### src/rtl/scmf_pkg.sv
// scmf_pkg: item types, op codes, states and constants for the stick
// calibrate / map / filter block. No dependencies.
`default_nettype none
package scmf_pkg;

  localparam int SampleBits = 12;
  localparam int SumBits    = 22;
  localparam int CountBits  = 11;
  localparam int SmoothBits = 20;
  localparam int AccBits    = 29;
  localparam int DivBits    = 22;

  localparam logic [SampleBits-1:0] SampleMax   = 12'd4095;
  localparam logic [SumBits-1:0]    SumMax      = 22'h3FFFFF;
  localparam logic [CountBits-1:0]  MaxCentre   = 11'd1024;
  localparam logic [SmoothBits-1:0] SmoothReset = 20'd384000;
  localparam logic [8:0]            AlphaReset  = 9'd102;
  localparam logic [8:0]            AlphaOne    = 9'd256;

  typedef enum logic [2:0] {
    OP_STICK   = 3'd0,
    OP_RANGE   = 3'd1,
    OP_CENTRE  = 3'd2,
    OP_START   = 3'd3,
    OP_FINISH  = 3'd4,
    OP_SWITCH  = 3'd5
  } op_t;

  typedef enum logic [1:0] {
    ST_IDLE,
    ST_DIV,
    ST_MUL,
    ST_OUT
  } state_t;

  typedef struct packed {
    logic [2:0]  op;
    logic [1:0]  channel;
    logic [11:0] raw_sample;
    logic [4:0]  switch_bits;
  } in_item_t;

  typedef struct packed {
    logic [2:0]  out_channel;
    logic [10:0] channel_value;
    logic        last;
  } out_item_t;

  // pulse value of one switch channel, idx 0..3
  function automatic logic [11:0] switch_value(input logic [4:0] sw, input logic [1:0] idx);
    logic [11:0] v;
    v = 12'd1500;
    case (idx)
      2'd0: v = sw[0] ? 12'd2000 : 12'd1000;
      2'd1: v = sw[1] ? 12'd1000 : 12'd2000;
      2'd2: begin
        if (!sw[2] && sw[3]) v = 12'd1000;
        else if (sw[2] && !sw[3]) v = 12'd2000;
        else v = 12'd1500;
      end
      default: v = sw[4] ? 12'd2000 : 12'd1000;
    endcase
    return v;
  endfunction

endpackage
`default_nettype wire

### src/rtl/stick_calibrate_map_filter.sv
// stick_calibrate_map_filter: calibration, piecewise linear map and Q8 smoothing.
// Depends on scmf_pkg.
`default_nettype none
// One item at a time. Calibration ops (range, centre, start) and unused op
// codes emit no result. A stick sample is decoded, runs through the bit-serial
// divider (skipped when the span is zero) and the bit-serial filter multiplier,
// and the result is then loaded. A switch item runs the filter four times and
// emits four results. Finish cal runs the divider once per stick.
// The result register lets the next item in while a result waits.
module stick_calibrate_map_filter (
  input  wire                   clk,
  input  wire                   rst,
  input  wire                   sample_valid,
  output logic                  sample_stall,
  input  scmf_pkg::in_item_t    sample,
  output logic                  result_valid,
  input  wire                   result_stall,
  output scmf_pkg::out_item_t   result,
  input  wire                   cfg_valid,
  output logic                  cfg_ready,
  input  wire  [8:0]            cfg_data
);
  import scmf_pkg::*;

  state_t state, state_next;

  logic [8:0]            alpha;
  logic [SampleBits-1:0] range_low [4];
  logic [SampleBits-1:0] range_high [4];
  logic [SampleBits-1:0] centre_point [4];
  logic [SumBits-1:0]    centre_sum [4];
  logic [CountBits-1:0]  centre_count;
  logic [SmoothBits-1:0] smoothed [8];

  logic [2:0]  chan_k;
  logic        is_switch;
  logic [4:0]  sw_bits;
  logic        div_fin;
  logic [1:0]  fin_idx;
  logic        neg;
  logic        base_hi;
  logic [DivBits-1:0]    dq;
  logic [SampleBits-1:0] rem;
  logic [SampleBits-1:0] divisor;
  logic [4:0]  div_cnt;
  logic [8:0]  mul_a, mul_b;
  logic [AccBits-1:0] mc1, mc2, acc;
  logic [3:0]  mul_cnt;

  logic accept;
  assign accept = (state == ST_IDLE) && sample_valid;

  // stick decode
  logic [SampleBits-1:0] lo, ce, hi, raw;
  logic                  below;
  logic [12:0]           num, den;
  logic [11:0]           num_mag, den_mag;
  logic [DivBits-1:0]    prod;
  always_comb begin
    raw     = sample.raw_sample;
    lo      = range_low[sample.channel];
    ce      = centre_point[sample.channel];
    hi      = range_high[sample.channel];
    below   = raw < ce;
    num     = below ? ({1'b0, raw} - {1'b0, lo}) : ({1'b0, raw} - {1'b0, ce});
    den     = below ? ({1'b0, ce} - {1'b0, lo}) : ({1'b0, hi} - {1'b0, ce});
    num_mag = num[12] ? 12'(-num) : num[11:0];
    den_mag = den[12] ? 12'(-den) : den[11:0];
    // times 500 = 512 - 8 - 4
    prod    = {1'b0, num_mag, 9'b0} - {7'b0, num_mag, 3'b0} - {8'b0, num_mag, 2'b0};
  end

  // one restoring division step
  logic [12:0]           rs;
  logic                  ge;
  logic [SampleBits-1:0] rem_n;
  logic [DivBits-1:0]    q_n;
  logic                  div_last;
  always_comb begin
    rs       = {rem, dq[DivBits-1]};
    ge       = rs >= {1'b0, divisor};
    rem_n    = ge ? 12'(rs - {1'b0, divisor}) : rs[11:0];
    q_n      = {dq[DivBits-2:0], ge};
    div_last = div_cnt == 5'(DivBits - 1);
  end

  // signed map result from the quotient
  logic signed [23:0] sq, m_s;
  logic [11:0]        m_div;
  always_comb begin
    sq  = signed'({2'b0, q_n});
    m_s = (base_hi ? 24'sd1500 : 24'sd1000) + (neg ? -sq : sq);
    if (m_s < 0) m_div = 12'd0;
    else if (m_s > 24'sd3000) m_div = 12'd3000;
    else m_div = m_s[11:0];
  end

  // filter output
  logic [SmoothBits-1:0] snew;
  logic [20:0]           rnd;
  logic [10:0]           v_out;
  logic                  out_free;
  always_comb begin
    snew = acc[27:8];
    rnd  = {1'b0, snew} + 21'd128;
    if (rnd[20:8] < 13'd1000) v_out = 11'd1000;
    else if (rnd[20:8] > 13'd2000) v_out = 11'd2000;
    else v_out = rnd[18:8];
    out_free = !result_valid || !result_stall;
  end

  // where the filter or the divider is started from
  logic        mul_go, div_go;
  logic [11:0] m_start;
  logic [2:0]  k_start;
  logic [DivBits-1:0]    dvd_start;
  logic [SampleBits-1:0] dvs_start;
  always_comb begin
    mul_go    = 1'b0;
    div_go    = 1'b0;
    m_start   = 12'd1500;
    k_start   = chan_k;
    dvd_start = prod;
    dvs_start = den_mag;
    unique case (state)
      ST_IDLE: begin
        if (accept && sample.op == OP_STICK) begin
          k_start = {1'b0, sample.channel};
          if (den == 13'd0) mul_go = 1'b1;
          else div_go = 1'b1;
        end else if (accept && sample.op == OP_SWITCH) begin
          mul_go  = 1'b1;
          k_start = 3'd4;
          m_start = switch_value(sample.switch_bits, 2'd0);
        end else if (accept && sample.op == OP_FINISH && centre_count != '0) begin
          div_go    = 1'b1;
          dvd_start = centre_sum[0];
          dvs_start = 12'(centre_count);
        end
      end
      ST_DIV: begin
        if (div_last && !div_fin) begin
          mul_go  = 1'b1;
          m_start = m_div;
        end else if (div_last && fin_idx != 2'd3) begin
          div_go    = 1'b1;
          dvd_start = centre_sum[fin_idx + 2'd1];
          dvs_start = 12'(centre_count);
        end
      end
      ST_MUL: ;
      ST_OUT: begin
        if (out_free && is_switch && chan_k != 3'd7) begin
          mul_go  = 1'b1;
          k_start = chan_k + 3'd1;
          m_start = switch_value(sw_bits, chan_k[1:0] + 2'd1);
        end
      end
      default: ;
    endcase
  end

  // next state
  always_comb begin
    state_next = state;
    unique case (state)
      ST_IDLE: begin
        if (div_go) state_next = ST_DIV;
        else if (mul_go) state_next = ST_MUL;
      end
      ST_DIV: begin
        if (mul_go) state_next = ST_MUL;
        else if (div_last && !div_go) state_next = ST_IDLE;
      end
      ST_MUL: if (mul_cnt == 4'd8) state_next = ST_OUT;
      ST_OUT: begin
        if (mul_go) state_next = ST_MUL;
        else if (out_free) state_next = ST_IDLE;
      end
      default: state_next = ST_IDLE;
    endcase
  end

  // outputs
  always_comb begin
    sample_stall = state != ST_IDLE;
    cfg_ready    = 1'b1;
  end

  always_ff @(posedge clk) begin
    if (rst) begin
      state        <= ST_IDLE;
      alpha        <= AlphaReset;
      centre_count <= '0;
      result_valid <= 1'b0;
      for (int i = 0; i < 4; i++) begin
        range_low[i]    <= '0;
        range_high[i]   <= SampleMax;
        centre_point[i] <= 12'd2048;
        centre_sum[i]   <= '0;
      end
      for (int i = 0; i < 8; i++) smoothed[i] <= SmoothReset;
    end else begin
      state <= state_next;
      if (cfg_valid) alpha <= cfg_data;

      if (accept) begin
        unique case (sample.op)
          OP_RANGE: begin
            if (raw > hi) range_high[sample.channel] <= raw;
            if (raw < lo) range_low[sample.channel] <= raw;
          end
          OP_CENTRE: begin
            if (sample.channel != 2'd0 || centre_count < MaxCentre) begin
              if (sample.channel == 2'd0) centre_count <= centre_count + 11'd1;
              if ({1'b0, centre_sum[sample.channel]} + 23'(raw) > {1'b0, SumMax})
                centre_sum[sample.channel] <= SumMax;
              else
                centre_sum[sample.channel] <= centre_sum[sample.channel] + 22'(raw);
            end
          end
          OP_START: begin
            for (int i = 0; i < 4; i++) begin
              range_low[i]  <= SampleMax;
              range_high[i] <= '0;
              centre_sum[i] <= '0;
            end
            centre_count <= '0;
          end
          default: ;
        endcase
        is_switch <= sample.op == OP_SWITCH;
        sw_bits   <= sample.switch_bits;
        div_fin   <= sample.op == OP_FINISH;
        fin_idx   <= 2'd0;
        neg       <= num[12] ^ den[12];
        base_hi   <= !below;
      end

      if (div_go) begin
        dq      <= dvd_start;
        divisor <= dvs_start;
        rem     <= '0;
        div_cnt <= '0;
      end else if (state == ST_DIV) begin
        rem     <= rem_n;
        dq      <= q_n;
        div_cnt <= div_cnt + 5'd1;
      end
      if (state == ST_DIV && div_last && div_fin) begin
        centre_point[fin_idx] <= (q_n > DivBits'(SampleMax)) ? SampleMax : q_n[11:0];
        fin_idx <= fin_idx + 2'd1;
      end

      if (mul_go || div_go) chan_k <= k_start;

      if (state == ST_MUL) begin
        acc     <= acc + (mul_a[0] ? mc1 : '0) + (mul_b[0] ? mc2 : '0);
        mul_a   <= mul_a >> 1;
        mul_b   <= mul_b >> 1;
        mc1     <= mc1 << 1;
        mc2     <= mc2 << 1;
        mul_cnt <= mul_cnt + 4'd1;
      end
      if (mul_go) begin
        acc     <= AccBits'(128);
        mc1     <= {9'b0, m_start, 8'b0};
        mc2     <= {9'b0, smoothed[k_start]};
        mul_a   <= (alpha > AlphaOne) ? AlphaOne : alpha;
        mul_b   <= AlphaOne - ((alpha > AlphaOne) ? AlphaOne : alpha);
        mul_cnt <= '0;
      end

      if (state == ST_OUT && out_free) begin
        result_valid          <= 1'b1;
        result.out_channel    <= chan_k;
        result.channel_value  <= v_out;
        result.last           <= !is_switch || chan_k == 3'd7;
        smoothed[chan_k]      <= snew;
      end else if (!result_stall) begin
        result_valid <= 1'b0;
      end
    end
  end

endmodule
`default_nettype wire

### config.mk
export PLATFORM = sky130hd
export DESIGN_NAME = stick_calibrate_map_filter
export DESIGN_NICKNAME = d
export VERILOG_FILES = /design/src/rtl/scmf_pkg.sv /design/src/rtl/stick_calibrate_map_filter.sv
export SDC_FILE = /design/constraint.sdc
export NUM_CORES = 2
export LEC_CHECK = 0
export ABC_AREA = 1
export BUFFER_PORTS_ARGS = -buffer_cell sky130_fd_sc_hd__buf_2
export CORE_UTILIZATION = 58
export CTS_CLUSTER_SIZE = 28
export DETAILED_ROUTE_END_ITERATION = 6
export PLACE_DENSITY = 0.77
export SETUP_SLACK_MARGIN = 0.2
export SYNTH_ARGS = -nofsm -noshare
export SYNTH_HDL_FRONTEND = slang
export SYNTH_SLANG_ARGS = --single-unit
export TNS_END_PERCENT = 50
### constraint.sdc
create_clock -name clk -period 7.1 [get_ports clk]
set_input_delay 1.42 -clock clk [delete_from_list [all_inputs] [get_ports clk]]
set_output_delay 1.42 -clock clk [all_outputs]
set_load 0.05 [all_outputs]
==> summary.txt <==
STA
  – Final setup fails: 0
  – RSZ-0062 raised after global routing: true
  – Fmax achieved: between 0.15 and 0.2 GHz
  – Setup ws final: 0.599 ns
  – Endpoints failing hold: 0
  – Count of final max-slew check failures: 0
  – Remaining max-slew budget at the tightest pin: between 20% and 30%
  – Clock period minus final worst setup slack: roughly 6.5 ns
  – Ratio of final minimum period to clock period: 91.6%
  – Worst Skew: 0.0499 ns
  – Total negative slack for setup checks: 0 ns
  – Tightest Pin Transition: between 1 and 1.5 ns

Synthesis
  – Flip-flop cell with the highest count after synthesis: edfxtp_1
  – Total number of yosys warnings: 0
  – Number of synthesized flops with an enable pin: 570
  – Unique cell type count in the Yosys netlist: 64
  – Most used standard cell by instance count after synthesis: nand2_1
  – Leading post-synthesis cells by cell area: edfxtp_1, nand2_1, ha_1
  – Avg Inst Size Synth: 8.73 um2
  – Yosys top cell area share: between 40% and 50%
  – Share of synthesized area occupied by flip-flops and latches: roughly 49%
  – Number of instances in the synthesized netlist: 4,150
  – Ys async rst share: 0%
  – Register bit total from synthesis: 593
  – Cell taking the most area after synthesis: edfxtp_1
  – Syn_nets: 4,394
  – Most frequent cells after synthesis: nand2_1, edfxtp_1, nor2_1
  – Synthesized area: 36,200 um2

GRT
  – Wire length of the first global-routing pass: 160,000 um
  – Remaining global-route overflow: 0
  – Pin count of the biggest net entering global routing: 99
  – Overall track demand over capacity in global routing: 32.7%
  – Via count of the first global-routing pass: ~29,000
  – Antenna violations before repair: 2

Critical path
  – Category of the worst setup path launch point: primary input
  – Critical Path Sink Type: register
  – Crit path max-delay cell type: fa_1
  – Required time at the worst-slack endpoint: around 7.5 ns
  – Critical path start-end classification: primary input to register
  – First element of the critical path: sample[18]
  – Largest incremental delay on the critical path: 0.45 ns
  – Endpoint arrival time on the critical path: just under 7 ns
  – Highest net fanout along the worst path: 14
  – Start of the worst register-to-register path: rem[5]$_SDFFCE_PP0P_

Clocking
  – Clock tree from TritonCTS: done
  – H-tree depth: 3
  – TritonCTS Sinks: 593
  – TritonCTS Buffers: 66
  – CTS Root Buffer Type: clkbuf_16
  – Skew-Pair Late Insertion Delay: roughly 0.63 ns
  – CTS clk-pin slew, worst paths: 0.06 ns
  – Number of buffers between clock root and the deepest sink: 3

Cells and area
  – Finished Core Util: about 66%
  – Fraction of layout cells with a size suffix above 1: 10.1%
  – Area delta synth->final: 12.7%
  – Number of filler instances in the final layout: 5,025
  – Area of all placed cells without fillers: a little over 40,000 um2
  – Final nets: 4,560

Die
  – Vertical die dimension: 252 um
  – Die Span X: about 250 um
  – Io pins: 54
  – Cell row count: 91
  – Initial core utilization: 58.7%
  – Area of the core region: between 60,000 and 70,000 um2
  – Floorplan die area: 63,500 um2

Route
  – Total iterations of the first detailed-routing run: 6
  – Total wire length after detailed routing: around 100,000 um
  – Via-to-Cell Ratio: ~6.0
  – Number of remaining DRC errors: 0
  – 1st-iter DRT viols: 3,483
  – Remaining antenna violation count: 0
  – Vias after detailed routing: 30,982
  – Wire length per cell: 20.0 um

Pwr
  – Total power: 14.1 mW
  – Total power divided by cell area: between 300 and 400 nW/um2
  – VDD IR-drop max: 331 uV
  – Static leakage power: 17.3 nW

Placed design
  – Final weighted congestion in routability-driven placement: 0.992
  – Setup WS pre-CTS: -0.119 ns
  – Detailed Place HPWL: 74,900 um
  – Placed instance area: 38,600 um2
  – Port Buffer Count: 52

Run status
  – Outcome: finished clean

Worst hold path
  – Startpoint of the worst hold path: alpha[7]$_SDFFE_PP0P_
  – Worst min path class: register to register

Flow run
  – Max Cap Violations: 0
what timing repair did:
action	4_1_cts	5_1_grt
buffers inserted	0	4
setup endpoints to repair	0	12
resized for setup	0	26
hold buffers	0	0
final timing paths:
| check | endpoint | slack (ns) | cells after the start |
|---|---|---|---|
| min reg2reg | alpha[7]$_SDFFE_PP0P_ | 0.48 | 2 |
| max reg2reg | mc1[19]$_DFFE_PP_ | 1.22 | 31 |
| min | alpha[7]$_SDFFE_PP0P_ | 0.48 | 2 |
| max | dq[14]$_DFFE_PP_ | 0.60 | 32 |
cells by family (layout without fill, tap and decap cells):
group	after synthesis	in the layout	synth area share (%)
buffers and inverters	657	873	7.04
other	1	2	0.0103
and+or+nand+nor	1619	1619	18.5
muxes	2	2	0.0552
AOI/OAI and AO/OA	955	955	15.2
adders and majority gates	208	208	7.82
xor gates and xnor gates	115	115	2.84
DFF	593	593	48.5
layer usage:
metal,vias to the layer above,share of wire (%),global-route usage (%)
met5,-,0.012,0
met4,2,3.5,12.4
met2,1698,45,51.5
li1,14585,-,-
met1,14447,40,44.8
met3,250,11,6.23
critical path, delay by kind of cell:
kind	cells	cell delay (ns)
adders and majority gates	4	1.34
AOI/OAI and AO/OA	10	1.68
and+or+nand+nor	9	1.25
xor gates and xnor gates	1	0.20
buffers and inverters	7	0.71
muxes	1	0.23
placed cells by master (no fill, tap or decap), types with 12 or more instances in the layout:
| master | netlist | final |
|---|---|---|
| a211oi_1 | 13 | 13 |
| a21oi_1 | 340 | 336 |
| a221oi_1 | 25 | 21 |
| a22o_1 | 12 | 12 |
| a22oi_1 | 58 | 58 |
| and2_1 | 17 | 16 |
| buf_2 | 22 | 52 |
| buf_4 | 3 | 203 |
| clkbuf_1 | 123 | 13 |
| clkbuf_16 | 0 | 67 |
| clkinv_1 | 12 | 27 |
| dfxtp_1 | 23 | 23 |
| edfxtp_1 | 570 | 570 |
| fa_1 | 31 | 31 |
| ha_1 | 177 | 173 |
| inv_1 | 469 | 467 |
| nand2_1 | 790 | 788 |
| nand3_1 | 169 | 168 |
| nand3b_1 | 13 | 13 |
| nand4_1 | 25 | 25 |
| nor2_1 | 501 | 498 |
| nor3_1 | 38 | 38 |
| nor4_1 | 24 | 24 |
| o211ai_1 | 14 | 14 |
| o21a_1 | 12 | 12 |
| o21ai_0 | 350 | 347 |
| o21ai_1 | 11 | 14 |
| o221ai_1 | 13 | 13 |
| o22ai_1 | 19 | 19 |
| o32ai_1 | 21 | 21 |
| or2_2 | 17 | 17 |
| xnor2_1 | 30 | 30 |
| xor2_1 | 82 | 80 |
state kept, by name (all words and copies together), names as in the netlist, 22 cells and up, named ones only:
signal	flops
smoothed	160
centre_sum	88
centre_point	48
range_high	48
range_low	48
acc	28
mc2	28
dq	22
cell type report:
class                      instances  area [um2]  area share, %
sequential                       593       17600           43.0
multi-input combinational       2900       16300           39.9
timing repair buffer             265        1980           4.84
inverter                         490        1850           4.52
clock buffer                      80        1730           4.22
tap                              837        1050           2.56
clock inverter                    38         392          0.959
antenna                            1        2.50        0.00613
power by group:
group | total (mW) | leakage [nW] | internal (mW) | switching [mW]
combinational | 6.25 | 10.8 | 2.43 | 3.82
sequential | 4.43 | 5.50 | 4.25 | 0.182
clock | 3.39 | 1.03 | 1.94 | 1.45
total | 14.1 | 17.3 | 8.61 | 5.45
through the flow:
| stage | instances | hold WS, ns |
|---|---|---|
| after floorplan | 4150 | 0.449 |
| after global placement | 5081 | 0.463 |
| after detailed placement | 5081 | 0.470 |
| after CTS | 5199 | 0.481 |
| after global routing | 5203 | 0.503 |
| final | 5204 | 0.478 |
No activity file was read; power rests on OpenSTA's default activity.
